## src/hdl/tsa_pkg.sv

```systemverilog
// Shared types and constants for the text stream annotator.
`default_nettype none
package tsa_pkg;

  localparam int NUMBER_DIGITS    = 10;
  localparam int NUMBER_PAD_WIDTH = 6;
  localparam int CNT_W            = 4 * NUMBER_DIGITS;
  localparam int IDX_MAX          = (NUMBER_DIGITS > NUMBER_PAD_WIDTH) ?
                                    NUMBER_DIGITS : NUMBER_PAD_WIDTH;
  localparam int IDX_W            = $clog2(IDX_MAX);
  localparam logic [IDX_W-1:0] PAD_LAST = IDX_W'(NUMBER_PAD_WIDTH - 1);

  localparam int CFG_IDX_W   = 3;
  localparam int QUEUE_DEPTH = 2;
  localparam int QPTR_W      = (QUEUE_DEPTH > 1) ? $clog2(QUEUE_DEPTH) : 1;
  localparam int QCNT_W      = $clog2(QUEUE_DEPTH + 1);

  typedef enum logic [CFG_IDX_W-1:0] {
    REG_NUMBER_ALL       = 3'd0,
    REG_NUMBER_NONBLANK  = 3'd1,
    REG_SQUEEZE_BLANK    = 3'd2,
    REG_SHOW_ENDS        = 3'd3,
    REG_SHOW_TABS        = 3'd4,
    REG_SHOW_NONPRINTING = 3'd5
  } cfg_reg_t;

  localparam logic [7:0] CH_TAB     = 8'd9;
  localparam logic [7:0] CH_NL      = 8'd10;
  localparam logic [7:0] CH_SPACE   = 8'd32;
  localparam logic [7:0] CH_DOLLAR  = 8'd36;
  localparam logic [7:0] CH_DASH    = 8'd45;
  localparam logic [7:0] CH_ZERO    = 8'd48;
  localparam logic [7:0] CH_QMARK   = 8'd63;
  localparam logic [7:0] CH_OFFSET  = 8'd64;
  localparam logic [7:0] CH_I       = 8'd73;
  localparam logic [7:0] CH_M       = 8'd77;
  localparam logic [7:0] CH_CARET   = 8'd94;
  localparam logic [7:0] CH_DEL     = 8'd127;
  localparam logic [7:0] CH_META_LO = 8'd128;
  localparam logic [7:0] CH_RAW_LO  = 8'd160;

  typedef enum logic [1:0] {
    PRE_NONE,
    PRE_CARET,
    PRE_META
  } pre_t;

  typedef struct packed {
    logic             num_en;
    logic [CNT_W-1:0] count;
    logic             end_en;
    pre_t             pre;
    logic [7:0]       ch;
  } desc_t;

  typedef enum logic [2:0] {
    PH_NUM,
    PH_TAB,
    PH_END,
    PH_META_M,
    PH_META_DASH,
    PH_CARET,
    PH_CHAR
  } phase_t;

  typedef struct packed {
    logic full;
    logic empty;
  } q_stat_t;

endpackage
`default_nettype wire

```

## src/hdl/tsa_if.sv

```systemverilog
// Valid/ready channel interfaces for input bytes and annotated output bytes.
`default_nettype none
interface tsa_in_if;
  logic       valid;
  logic       ready;
  logic [7:0] byte_in;
  logic       start_of_file;

  modport source (output valid, output byte_in, output start_of_file, input ready);
  modport sink   (input valid, input byte_in, input start_of_file, output ready);
endinterface

interface tsa_out_if;
  logic       valid;
  logic       ready;
  logic [7:0] byte_out;
  logic       last_of_run;

  modport source (output valid, output byte_out, output last_of_run, input ready);
  modport sink   (input valid, input byte_out, input last_of_run, output ready);
endinterface
`default_nettype wire

```

## src/hdl/text_stream_annotator.sv

```systemverilog
// Top level of the text stream annotator.
// Usage:
//   in_chan  : one text byte per transaction, with a start-of-file flag.
//   out_chan : the annotated bytes, one per transaction; last_of_run marks
//              the final byte caused by an input byte. A squeezed blank line
//              gives no output transaction at all.
//   cfg_*    : write cfg_wdata to register cfg_index while cfg_we is high.
//              Write only while the block is idle.
// Throughput: the back end sends one output byte per cycle while the receiver
//   keeps up; an input byte produces 1 to 15 output bytes. The front
//   end takes one input byte per cycle while the two-entry descriptor queue
//   has room.
// When nothing is queued ahead of it, an input byte passes through the
//   descriptor queue and then the output register before its first byte is valid.
// Reset (rst_n low, synchronous) clears the options, the line counter and
//   the line-start tracking, and empties the queue and output register.
// A stalled receiver holds the output register; the queue then fills and
//   in_chan.ready drops.
`default_nettype none
module text_stream_annotator (
  input  wire logic                          clk,
  input  wire logic                          rst_n,
  tsa_in_if.sink                             in_chan,
  tsa_out_if.source                          out_chan,
  input  wire logic                          cfg_we,
  input  wire logic [tsa_pkg::CFG_IDX_W-1:0] cfg_index,
  input  wire logic                          cfg_wdata
);

  tsa_pkg::desc_t   push_desc;
  tsa_pkg::desc_t   head;
  tsa_pkg::q_stat_t q_stat;
  logic             q_push;
  logic             q_pop;

  tsa_front u_front (
    .clk       (clk),
    .rst_n     (rst_n),
    .in_chan   (in_chan),
    .cfg_we    (cfg_we),
    .cfg_index (cfg_index),
    .cfg_wdata (cfg_wdata),
    .q_stat    (q_stat),
    .q_push    (q_push),
    .q_desc    (push_desc)
  );

  tsa_queue u_queue (
    .clk       (clk),
    .rst_n     (rst_n),
    .push      (q_push),
    .push_desc (push_desc),
    .pop       (q_pop),
    .head      (head),
    .stat      (q_stat)
  );

  tsa_back u_back (
    .clk      (clk),
    .rst_n    (rst_n),
    .head     (head),
    .q_stat   (q_stat),
    .q_pop    (q_pop),
    .out_chan (out_chan)
  );

  a_pop_nonempty: assert property (@(posedge clk) disable iff (!rst_n)
    q_pop |-> !q_stat.empty)
    else $error("descriptor popped from empty queue");

  a_push_room: assert property (@(posedge clk) disable iff (!rst_n)
    q_push |-> !q_stat.full)
    else $error("descriptor pushed into full queue");

  a_pop_gives_last: assert property (@(posedge clk) disable iff (!rst_n)
    q_pop |=> (out_chan.valid && out_chan.last_of_run))
    else $error("descriptor retired without its last byte");

  a_no_spurious_out: assert property (@(posedge clk) disable iff (!rst_n)
    (q_stat.empty && !out_chan.valid) |=> !out_chan.valid)
    else $error("output byte appeared with nothing queued");

endmodule
`default_nettype wire

```

## src/hdl/tsa_front.sv

```systemverilog
// Front end: configuration, line tracking, line counter and byte classification.
`default_nettype none
module tsa_front (
  input  wire logic                       clk,
  input  wire logic                       rst_n,
  tsa_in_if.sink                          in_chan,
  input  wire logic                       cfg_we,
  input  wire logic [tsa_pkg::CFG_IDX_W-1:0] cfg_index,
  input  wire logic                       cfg_wdata,
  input  wire tsa_pkg::q_stat_t           q_stat,
  output logic                            q_push,
  output tsa_pkg::desc_t                  q_desc
);

  logic number_all_r;
  logic number_nonblank_r;
  logic squeeze_blank_r;
  logic show_ends_r;
  logic show_tabs_r;
  logic show_nonprinting_r;

  logic                      prev_nl_r;
  logic                      blank_r;
  logic [tsa_pkg::CNT_W-1:0] count_r;
  logic [tsa_pkg::CNT_W-1:0] count_nxt;

  logic       accept;
  logic [7:0] c;
  logic       prev_nl;
  logic       blank_eff;
  logic       is_nl;
  logic       squeeze;
  logic       num_en;

  function automatic logic [tsa_pkg::CNT_W-1:0] bcd_inc(
    input logic [tsa_pkg::CNT_W-1:0] v
  );
    logic                      carry;
    logic [3:0]                d;
    logic [tsa_pkg::CNT_W-1:0] r;
    carry = 1'b1;
    r     = v;
    for (int i = 0; i < tsa_pkg::NUMBER_DIGITS; i++) begin
      d = v[4*i +: 4];
      if (carry) begin
        if (d < 4'd9) begin
          r[4*i +: 4] = d + 4'd1;
          carry       = 1'b0;
        end else begin
          r[4*i +: 4] = 4'd0;
        end
      end
    end
    return r;
  endfunction

  assign in_chan.ready = !q_stat.full;

  always_comb begin
    accept    = in_chan.valid && in_chan.ready;
    c         = in_chan.byte_in;
    prev_nl   = in_chan.start_of_file || prev_nl_r;
    blank_eff = !in_chan.start_of_file && blank_r;
    is_nl     = (c == tsa_pkg::CH_NL);
    squeeze   = squeeze_blank_r && prev_nl && is_nl && blank_eff;
    num_en    = prev_nl && ((number_all_r && !number_nonblank_r) ||
                            (number_nonblank_r && !is_nl));
    count_nxt = bcd_inc(count_r);
    q_push    = accept && !squeeze;
  end

  always_comb begin
    q_desc.num_en = num_en;
    q_desc.count  = count_nxt;
    q_desc.end_en = show_ends_r && is_nl;
    q_desc.pre    = tsa_pkg::PRE_NONE;
    q_desc.ch     = c;
    if (show_tabs_r && (c == tsa_pkg::CH_TAB)) begin
      q_desc.pre = tsa_pkg::PRE_CARET;
      q_desc.ch  = tsa_pkg::CH_I;
    end else if (show_nonprinting_r && !is_nl && (c != tsa_pkg::CH_TAB)) begin
      if (c < tsa_pkg::CH_SPACE) begin
        q_desc.pre = tsa_pkg::PRE_CARET;
        q_desc.ch  = c + tsa_pkg::CH_OFFSET;
      end else if (c == tsa_pkg::CH_DEL) begin
        q_desc.pre = tsa_pkg::PRE_CARET;
        q_desc.ch  = tsa_pkg::CH_QMARK;
      end else if ((c >= tsa_pkg::CH_META_LO) && (c < tsa_pkg::CH_RAW_LO)) begin
        q_desc.pre = tsa_pkg::PRE_META;
        q_desc.ch  = c - tsa_pkg::CH_OFFSET;
      end
    end
  end

  always_ff @(posedge clk) begin
    if (!rst_n) begin
      number_all_r       <= 1'b0;
      number_nonblank_r  <= 1'b0;
      squeeze_blank_r    <= 1'b0;
      show_ends_r        <= 1'b0;
      show_tabs_r        <= 1'b0;
      show_nonprinting_r <= 1'b0;
      prev_nl_r          <= 1'b1;
      blank_r            <= 1'b0;
      count_r            <= '0;
    end else begin
      if (cfg_we) begin
        unique case (cfg_index)
          tsa_pkg::REG_NUMBER_ALL:       number_all_r       <= cfg_wdata;
          tsa_pkg::REG_NUMBER_NONBLANK:  number_nonblank_r  <= cfg_wdata;
          tsa_pkg::REG_SQUEEZE_BLANK:    squeeze_blank_r    <= cfg_wdata;
          tsa_pkg::REG_SHOW_ENDS:        show_ends_r        <= cfg_wdata;
          tsa_pkg::REG_SHOW_TABS:        show_tabs_r        <= cfg_wdata;
          tsa_pkg::REG_SHOW_NONPRINTING: show_nonprinting_r <= cfg_wdata;
          default: ;
        endcase
      end
      if (accept) begin
        prev_nl_r <= is_nl;
        blank_r   <= squeeze ? blank_eff : (prev_nl && is_nl);
        if (num_en && !squeeze) begin
          count_r <= count_nxt;
        end
      end
    end
  end

endmodule
`default_nettype wire

```

## src/hdl/tsa_queue.sv

```systemverilog
// Short descriptor queue between the front and back ends.
`default_nettype none
module tsa_queue (
  input  wire logic         clk,
  input  wire logic         rst_n,
  input  wire logic         push,
  input  wire tsa_pkg::desc_t push_desc,
  input  wire logic         pop,
  output tsa_pkg::desc_t    head,
  output tsa_pkg::q_stat_t  stat
);

  tsa_pkg::desc_t               mem_r [tsa_pkg::QUEUE_DEPTH];
  logic [tsa_pkg::QPTR_W-1:0]   wr_ptr_r;
  logic [tsa_pkg::QPTR_W-1:0]   rd_ptr_r;
  logic [tsa_pkg::QCNT_W-1:0]   cnt_r;
  logic                         do_push;
  logic                         do_pop;

  function automatic logic [tsa_pkg::QPTR_W-1:0] ptr_inc(
    input logic [tsa_pkg::QPTR_W-1:0] p
  );
    if (p == tsa_pkg::QPTR_W'(tsa_pkg::QUEUE_DEPTH - 1)) begin
      return '0;
    end
    return p + 1'b1;
  endfunction

  always_comb begin
    stat.full  = (cnt_r == tsa_pkg::QCNT_W'(tsa_pkg::QUEUE_DEPTH));
    stat.empty = (cnt_r == '0);
    do_push    = push && !stat.full;
    do_pop     = pop && !stat.empty;
    head       = mem_r[rd_ptr_r];
  end

  always_ff @(posedge clk) begin
    if (do_push) begin
      mem_r[wr_ptr_r] <= push_desc;
    end
  end

  always_ff @(posedge clk) begin
    if (!rst_n) begin
      wr_ptr_r <= '0;
      rd_ptr_r <= '0;
      cnt_r    <= '0;
    end else begin
      if (do_push) begin
        wr_ptr_r <= ptr_inc(wr_ptr_r);
      end
      if (do_pop) begin
        rd_ptr_r <= ptr_inc(rd_ptr_r);
      end
      if (do_push && !do_pop) begin
        cnt_r <= cnt_r + 1'b1;
      end else if (do_pop && !do_push) begin
        cnt_r <= cnt_r - 1'b1;
      end
    end
  end

endmodule
`default_nettype wire

```

## src/hdl/tsa_back.sv

```systemverilog
// Back end: sequences the output bytes of each descriptor into the output register.
`default_nettype none
module tsa_back (
  input  wire logic         clk,
  input  wire logic         rst_n,
  input  wire tsa_pkg::desc_t   head,
  input  wire tsa_pkg::q_stat_t q_stat,
  output logic              q_pop,
  tsa_out_if.source         out_chan
);

  logic                      out_valid_r;
  logic [7:0]                out_byte_r;
  logic                      out_last_r;
  logic                      active_r;
  logic                      active_nxt;
  tsa_pkg::phase_t           phase_r;
  tsa_pkg::phase_t           phase_nxt;
  logic [tsa_pkg::IDX_W-1:0] idx_r;
  logic [tsa_pkg::IDX_W-1:0] idx_nxt;

  tsa_pkg::phase_t           cur_phase;
  logic [tsa_pkg::IDX_W-1:0] cur_idx;
  logic [tsa_pkg::IDX_W-1:0] hi;
  logic [tsa_pkg::IDX_W-1:0] start_idx;
  logic [3:0]                dsel;
  logic                      emit;
  logic [7:0]                byte_nxt;

  function automatic tsa_pkg::phase_t after_end(input tsa_pkg::desc_t d);
    if (d.pre == tsa_pkg::PRE_META) begin
      return tsa_pkg::PH_META_M;
    end
    if (d.pre == tsa_pkg::PRE_CARET) begin
      return tsa_pkg::PH_CARET;
    end
    return tsa_pkg::PH_CHAR;
  endfunction

  function automatic tsa_pkg::phase_t after_num(input tsa_pkg::desc_t d);
    if (d.end_en) begin
      return tsa_pkg::PH_END;
    end
    return after_end(d);
  endfunction

  // highest nonzero digit, column to start from, current digit
  always_comb begin
    hi = '0;
    for (int i = 1; i < tsa_pkg::NUMBER_DIGITS; i++) begin
      if (head.count[4*i +: 4] != 4'd0) begin
        hi = tsa_pkg::IDX_W'(i);
      end
    end
    start_idx = (hi > tsa_pkg::PAD_LAST) ? hi : tsa_pkg::PAD_LAST;
    cur_phase = active_r ? phase_r :
                (head.num_en ? tsa_pkg::PH_NUM : after_num(head));
    cur_idx   = active_r ? idx_r : start_idx;
    dsel      = 4'd0;
    for (int i = 0; i < tsa_pkg::NUMBER_DIGITS; i++) begin
      if (cur_idx == tsa_pkg::IDX_W'(i)) begin
        dsel = head.count[4*i +: 4];
      end
    end
    emit = !q_stat.empty && (!out_valid_r || out_chan.ready);
  end

  // output byte
  always_comb begin
    unique case (cur_phase)
      tsa_pkg::PH_NUM:       byte_nxt = (cur_idx > hi) ? tsa_pkg::CH_SPACE :
                                        (tsa_pkg::CH_ZERO + {4'd0, dsel});
      tsa_pkg::PH_TAB:       byte_nxt = tsa_pkg::CH_TAB;
      tsa_pkg::PH_END:       byte_nxt = tsa_pkg::CH_DOLLAR;
      tsa_pkg::PH_META_M:    byte_nxt = tsa_pkg::CH_M;
      tsa_pkg::PH_META_DASH: byte_nxt = tsa_pkg::CH_DASH;
      tsa_pkg::PH_CARET:     byte_nxt = tsa_pkg::CH_CARET;
      tsa_pkg::PH_CHAR:      byte_nxt = head.ch;
      default:               byte_nxt = head.ch;
    endcase
  end

  // next state
  always_comb begin
    phase_nxt  = cur_phase;
    idx_nxt    = cur_idx;
    active_nxt = active_r;
    q_pop      = 1'b0;
    if (emit) begin
      active_nxt = 1'b1;
      unique case (cur_phase)
        tsa_pkg::PH_NUM: begin
          if (cur_idx == '0) begin
            phase_nxt = tsa_pkg::PH_TAB;
          end else begin
            idx_nxt = cur_idx - 1'b1;
          end
        end
        tsa_pkg::PH_TAB:       phase_nxt = after_num(head);
        tsa_pkg::PH_END:       phase_nxt = after_end(head);
        tsa_pkg::PH_META_M:    phase_nxt = tsa_pkg::PH_META_DASH;
        tsa_pkg::PH_META_DASH: phase_nxt = tsa_pkg::PH_CARET;
        tsa_pkg::PH_CARET:     phase_nxt = tsa_pkg::PH_CHAR;
        tsa_pkg::PH_CHAR: begin
          active_nxt = 1'b0;
          q_pop      = 1'b1;
        end
        default: ;
      endcase
    end
  end

  always_ff @(posedge clk) begin
    if (!rst_n) begin
      out_valid_r <= 1'b0;
      active_r    <= 1'b0;
      phase_r     <= tsa_pkg::PH_CHAR;
      idx_r       <= '0;
    end else begin
      active_r <= active_nxt;
      phase_r  <= phase_nxt;
      idx_r    <= idx_nxt;
      if (emit) begin
        out_valid_r <= 1'b1;
      end else if (out_chan.ready) begin
        out_valid_r <= 1'b0;
      end
    end
  end

  always_ff @(posedge clk) begin
    if (emit) begin
      out_byte_r <= byte_nxt;
      out_last_r <= (cur_phase == tsa_pkg::PH_CHAR);
    end
  end

  assign out_chan.valid       = out_valid_r;
  assign out_chan.byte_out    = out_byte_r;
  assign out_chan.last_of_run = out_last_r;

endmodule
`default_nettype wire

```

## src/flat_wrapper.sv

```systemverilog
// flat-port wrapper written by rule: the top's interface ports become plain ports
module text_stream_annotator_flat 
  (clk, rst_n, cfg_we, cfg_index, cfg_wdata, in_chan_valid, in_chan_byte_in, in_chan_start_of_file, in_chan_ready, out_chan_valid, out_chan_byte_out, out_chan_last_of_run, out_chan_ready);
  tsa_in_if in_chan_i ();
  tsa_out_if out_chan_i ();
  input  wire logic clk;
  input  wire logic rst_n;
  input  wire logic cfg_we;
  input  wire logic [tsa_pkg::CFG_IDX_W-1:0] cfg_index;
  input  wire logic cfg_wdata;
  input wire logic [$bits(in_chan_i.valid)-1:0] in_chan_valid;
  input wire logic [$bits(in_chan_i.byte_in)-1:0] in_chan_byte_in;
  input wire logic [$bits(in_chan_i.start_of_file)-1:0] in_chan_start_of_file;
  output wire logic [$bits(in_chan_i.ready)-1:0] in_chan_ready;
  output wire logic [$bits(out_chan_i.valid)-1:0] out_chan_valid;
  output wire logic [$bits(out_chan_i.byte_out)-1:0] out_chan_byte_out;
  output wire logic [$bits(out_chan_i.last_of_run)-1:0] out_chan_last_of_run;
  input wire logic [$bits(out_chan_i.ready)-1:0] out_chan_ready;
  assign in_chan_i.valid = in_chan_valid;
  assign in_chan_i.byte_in = in_chan_byte_in;
  assign in_chan_i.start_of_file = in_chan_start_of_file;
  assign in_chan_ready = in_chan_i.ready;
  assign out_chan_valid = out_chan_i.valid;
  assign out_chan_byte_out = out_chan_i.byte_out;
  assign out_chan_last_of_run = out_chan_i.last_of_run;
  assign out_chan_i.ready = out_chan_ready;
  text_stream_annotator u_core (.clk(clk), .rst_n(rst_n), .in_chan(in_chan_i), .out_chan(out_chan_i), .cfg_we(cfg_we), .cfg_index(cfg_index), .cfg_wdata(cfg_wdata));
endmodule
```

## config.mk

```make
export PLATFORM = sky130hd
export DESIGN_NAME = text_stream_annotator_flat
export DESIGN_NICKNAME = d
export VERILOG_FILES = /design/src/hdl/tsa_pkg.sv /design/src/hdl/tsa_if.sv /design/src/hdl/text_stream_annotator.sv /design/src/hdl/tsa_front.sv /design/src/hdl/tsa_queue.sv /design/src/hdl/tsa_back.sv /design/src/flat_wrapper.sv
export SDC_FILE = /design/constraint.sdc
export NUM_CORES = 1
export LEC_CHECK = 0
export ABC_CLOCK_PERIOD_IN_PS = 6650
export BUFFER_PORTS_ARGS = -buffer_cell sky130_fd_sc_hd__buf_2
export CORE_MARGIN = 5
export CORE_UTILIZATION = 45
export DETAILED_ROUTE_END_ITERATION = 8
export GPL_TIMING_DRIVEN = 0
export SYNTH_ARGS = -nofsm -noshare
export SYNTH_HDL_FRONTEND = slang
export SYNTH_SLANG_ARGS = --single-unit
```

## constraint.sdc

```tcl
create_clock -name clk -period 6.65 [get_ports clk]
set_clock_uncertainty 0.05 [all_clocks]
set_input_delay 1.33 -clock clk [delete_from_list [all_inputs] [get_ports clk]]
set_output_delay 1.33 -clock clk [all_outputs]
set_load 0.01 [all_outputs]
```

==> flow_summary.yaml, run 1 <==
outcome:
  status: "finished clean"
cells_and_area:
  syn2layout_area_growth_pct: 12.5
  drive_above_1_share_pct: 9.78
  diodes: 0
  postLayoutCellArea_um2: 10300
  final_util_pct: 51.2
  final_nets: 992
synthesis:
  synthFlopType: "edfxtp_1"
  yosysTopAreaCell: "edfxtp_1"
  yosys.cell_types.count: 75
  ys_ff_latch: 175
  syn_nets: 943
  syn_area_um2: 9150
  synthCells: 889
  ys_warn_count: 0
  avgSynthCellArea_um2: 10.3
  yosys-top-cells-area: "edfxtp_1 (37%), dfxtp_1 (14%), mux2i_1 (5.9%)"
  synth_top_cells_by_count: "edfxtp_1 (113), nand2_1 (86), nor2_1 (72)"
  seq_area_frac_synth_pct: 50.6
  synth.most_common_cell: "edfxtp_1"
  async_flop_share_pct: 0
  yosys.area.top_type_share_pct: 37.1
  synth_edf_count: 113
setup_path:
  critical_path_class: "reg -> reg"
  cp_max_fo: 10
  worst_setup_path_end_kind: "flop"
  arrival_ns: 5.17
  cp_cell_sequence: "buf_2 -> buf_2 -> buf_2 -> buf_2 -> buf_2 -> mux2i_1 -> inv_1 -> ha_1 -> a221oi_2 -> a32oi_1 -> or3_1 -> ha_1 -> or3_1 -> a21oi_1"
  start_kind: "flop"
  slowest_stage: "or3_1"
  cp_slowest_stage_delay_ns: 0.55
  worstPathRequired_ns: 6.96
  cp_common_cell: "buf_2"
routing:
  ant_nets: 0
  viasPerCell: 5.73
  wl_per_cell_um: 18.8
  drc: 0
  drt-initial-drc-count: 611
  dr.pass1.iters: 5
  wirelength_um: 22900
  vias: 7001
global_route:
  grt_pass1_wl_um: 36800
  antenna_found_initial: 0
  grt_pass1_vias: 6680
  gr-usage-all-layers_pct: 19.9
  overflow: 0
  grt_max_degree: 36
sta:
  max_freq_mhz: 206
  drv_slew: 0
  rsz0062_at_grt: "false"
  setup_viol: 0
  worst_pin_slew_ns: 1.13
  max_slew_margin_pct: 24.4
  finalWorstSetupSlack_ns: 1.79
  finalCritPeriodShare_pct: 73.1
  hold_viol: 0
  period_needed_ns: 4.86
clocking:
  hold_buffers: 0
  cts_tree: "done"
  cts.sinks: 175
  htreeDepth: 4
  clock_latency_ns: 0.44
  cts_buffers: 17
  postCtsSetupBuffers: 0
  clk_path_buf_depth: 2
  cts-resized-gates: 0
  clk_pin_slew_ns: 0.07
  root_buffer: "clkbuf_16"
floorplan:
  die_w_um: 153
  initial_core_util_pct: 45.5
  io_pins: 29
  die_area_um2: 23300
  num_rows: 52
  fp.dieH_um: 153
  core-area_um2: 20100
placement:
  dp_hpwl_um: 16700
  dp_worst_setup_slack_ns: 1.86
  placedInstanceArea_um2: 9670
  globalplace.congestion: 0.911
  numPortBuffers: 27
pwr:
  power_density_nw_per_um2: 352
  vdd_drop_max_mv: 0.224
  p_leak_nw: 3.60
  finalPower_mw: 3.63
min_path:
  worst_hold_path_type: "reg -> reg"
  worstHoldStart: "u_core.u_front.blank_r"
flow_run:
  drv_cap: 0
-- per-layer routing --
metal / part of all wire [%] / wire (um) / GRT usage, %
met1: 49 / 11200 / 29.2
met2: 44 / 10100 / 29.9
met3: 4.7 / 1080 / 3.81
met4: 2.0 / 463 / 5.98
met5: 0 / 0 / 0
-- cell type report --
| cell class | instances | area [um^2] |
|---|---|---|
| flip-flops and latches | 175 | 4630 |
| plain buffers | 38 | 163 |
| inverters | 42 | 158 |
| clock inverters | 13 | 148 |
| multi-input cells | 634 | 4200 |
| well taps | 270 | 338 |
| fillers | 1848 | 9810 |
| repair buffers | 30 | 183 |
| clock buffers | 19 | 464 |
-- per-stage QoR --
step,hold slack [ns],std cells,TNS [ns]
floorplan,0.378,889,0
global placement,0.386,1186,-6.12
detailed placement,0.391,1188,0
CTS,0.400,1220,0
global route,0.426,1221,0
finish,0.402,1221,0
-- cell families (layout without fill, tap and decap cells) --
logic type	after synthesis	count (layout)	synth area share [%]
multiplexers	63	63	7.04
adder cells (fa/ha/maj)	36	36	4.92
XOR/XNOR	7	7	0.670
AO/OA/AOI/OAI	216	216	15.9
flip-flops	175	175	50.6
buffers and inverters	80	142	3.50
AND/OR/NAND/NOR	312	312	17.4
-- layout by cell type (no fill, tap or decap), types with 13 or more instances in the layout --
cell	Yosys	routed
a21oi_1	42	42
buf_2	10	37
clkbuf_1	26	26
clkbuf_16	0	18
dfxtp_1	62	62
edfxtp_1	113	113
ha_1	36	36
inv_1	40	40
mux2i_1	54	54
nand2_1	86	86
nand2b_1	19	19
nand3_1	25	25
nand4_1	15	15
nor2_1	72	72
nor2b_1	15	14
nor3_1	14	14
nor4_1	13	13
o21ai_0	52	52
-- state kept, by name, summed over array words and instances, names as in the netlist, named ones only --
signal and count:
u_core.u_back.phase_r 3, u_core.u_back.active_r 1, u_core.u_queue.rd_ptr_r 1, u_core.u_front.show_nonprinting_r 1, u_core.u_queue.wr_ptr_r 1, u_core.u_back.idx_r 4
u_core.u_back.out_chan.last_of_run 1, u_core.u_front.prev_nl_r 1, u_core.u_front.show_tabs_r 1, u_core.u_back.out_chan.byte_out 8, u_core.u_queue.mem_r 104, u_core.u_front.count_r 40
u_core.u_back.out_chan.valid 1, u_core.u_queue.cnt_r 2, u_core.u_front.show_ends_r 1, u_core.u_front.number_nonblank_r 1, u_core.u_front.squeeze_blank_r 1, u_core.u_front.number_all_r 1
u_core.u_front.blank_r 1
-- critical path: cells and delay by family, from the launching register on --
family	cells	cell delay [ns]
flops	1	0.30
simple gates	2	0.93
mux	1	0.32
buf+inv	6	1.69
fa+ha+maj	2	0.61
compound gates	3	0.87
-- final timing paths --
check,end,depth (start not counted),slack (ns)
worst min-delay path,u_core.u_front.blank_r,2,0.40
worst max register to register,u_core.u_queue.cnt_r[1],14,1.79
worst max-delay path,u_core.u_queue.cnt_r[1],14,1.79
worst min register to register,u_core.u_front.blank_r,2,0.40
-- power by group --
| group | switching (mW) | internal, mW |
|---|---|---|
| Sequential | 0.0869 | 1.38 |
| Combinational | 0.705 | 0.427 |
| Clock | 0.434 | 0.592 |
| Total | 1.23 | 2.40 |
(Power assumes the default switching activity.)
==> run 2: changes to the inputs <==
Settings changed: ABC_CLOCK_PERIOD_IN_PS 6650 to 4900.
Clock period 6.65 ns to 4.9 ns, I/O delays scaled along.
==> run 2 against run 1 <==
Net effect:
- sequential share of layout area is 0.10 points lower
- wire length about the same
- fmax rose by 6.5%
- die area unchanged
- count of clock-buffer cells in the layout is the same
- final area increased by 0.23%
- combinational power up 37%
- via count is essentially flat
- non-clock buffer count did not move
- sequential power is 35% higher
==> flow_summary.yaml, run 2 (same netlist as run 1, synthesis figures left out) <==
outcome:
  status: "finished clean"
cells_and_area:
  drive_above_1_share_pct: 9.88
  most-common-layout-cells: "edfxtp_1 (113), nand2_1 (86), nor2_1 (72)"
  final_nets: 992
  largest_reg_flops: 104
  diodes: 0
  final_common_cell: "edfxtp_1"
  final_util_pct: 51.3
  postLayoutCellArea_um2: 10300
  largest-register: "u_core.u_queue.mem_r"
  syn2layout_area_growth_pct: 12.7
  stdcell_count: 1221
sta:
  hold_viol: 0
  period_needed_ns: 4.56
  max_slew_margin_pct: 22.3
  max_freq_mhz: 219
  worst_pin_slew_ns: 1.16
  holdWs_ns: 0.404
  rsz0062_at_grt: "false"
  finalCritPeriodShare_pct: 93.2
  drv_slew: 0
  setup_viol: 0
routing:
  dr.pass1.iters: 6
  vias: 7004
  wl_per_cell_um: 18.8
  drc: 0
  viasPerCell: 5.74
  wirelength_um: 22900
  ant_nets: 0
  drt-initial-drc-count: 673
setup_path:
  worst_setup_path_end_kind: "flop"
  critical_path_class: "reg -> reg"
  worstPathRequired_ns: 5.21
  start_kind: "flop"
  cp_max_fo: 10
  arrival_ns: 4.88
  worst_r2r_path_depth: 14
placement:
  dp_hpwl_um: 16700
  dp.cells: 1188
  placedInstanceArea_um2: 9670
  globalplace.congestion: 0.911
  numPortBuffers: 27
floorplan:
  die_area_um2: 23300
  initial_core_util_pct: 45.5
  core-area_um2: 20100
  die_w_um: 153
  io_pins: 29
  num_rows: 52
  fp.dieH_um: 153
global_route:
  grt_pass1_wl_um: 36800
  grt_pass1_vias: 6680
  antenna_found_initial: 0
  grt_max_degree: 36
  overflow: 0
  gr-usage-all-layers_pct: 19.9
clocking:
  clk_path_buf_depth: 2
  cts.sinks: 175
  cts_tree: "done"
  clock_latency_ns: 0.44
  root_buffer: "clkbuf_16"
  htreeDepth: 4
  clk_pin_slew_ns: 0.07
  cts_buffers: 17
pwr:
  p_leak_nw: 3.60
  power_density_nw_per_um2: 479
  finalPower_mw: 4.94
  vdd_drop_max_mv: 0.307
min_path:
  whs_path_depth: 2
  worst_hold_path_type: "reg -> reg"
flow_run:
  drv_cap: 0
[run 2: changes by cell type in the layout (fill, tap and decap cells not counted), sizes merged]
| cell | previous run | this run |
|---|---|---|
| buf | 42 | 40 |
| clkbuf | 45 | 47 |
[run 2: stage by stage]
stage,setup TNS (ns),setup slack [ns]
finish,0,0.336
detailed placement,0,0.106
global route,0,0.0513
CTS,0,0.0829
floorplan,0,0.211
global placement,-78.92,-1.52
[run 2: routing by layer]
layer	wire [um]	GRT usage [%]
met5	0	0
met3	1080	3.81
met2	10200	29.9
met1	11200	29.2
met4	454	5.98
[run 2: what timing repair did]
action                                  in CTS  in global routing
setup buffers                                0                  0
hold buffers                                 0                  0
gates resized for setup                      0                  4
endpoints found under the setup margin       0                  2
[run 2: final timing paths]
kind	from	end	slack [ns]
worst max register to register	flop	u_core.u_queue.cnt_r[1]	0.34
worst min register to register	u_core.u_front.blank_r	u_core.u_front.blank_r	0.40
worst max-delay path	flop	u_core.u_queue.cnt_r[1]	0.34
worst min-delay path	u_core.u_front.blank_r	u_core.u_front.blank_r	0.40
[run 2: worst max-delay path, stage by stage, from the launching register on]
cell      delay (ns)
dfxtp_1         0.30
buf_2           0.21
buf_2           0.31
clkbuf_4        0.34
buf_2           0.34
clkbuf_4        0.32
mux2i_1         0.31
inv_1           0.08
ha_1            0.28
a221oi_4        0.36
a32oi_2         0.22
or3_1           0.50
ha_1            0.34
or3_1           0.38
a21oi_1         0.14
[run 2: area by class of cell]
type | instances | area [um^2]
Buffer | 38 | 168
Clock buffer | 19 | 464
Clock inverter | 13 | 148
Fill cell | 1839 | 9790
Inverter | 42 | 158
Multi-Input combinational cell | 634 | 4220
Sequential cell | 175 | 4630
Tap cell | 270 | 338
Timing Repair Buffer | 30 | 183
[run 2: power breakdown]
group,leakage (nW),internal (mW),switching [mW]
combinational,1.72,0.588,0.962
sequential,1.59,1.87,0.120
clock,0.297,0.803,0.591
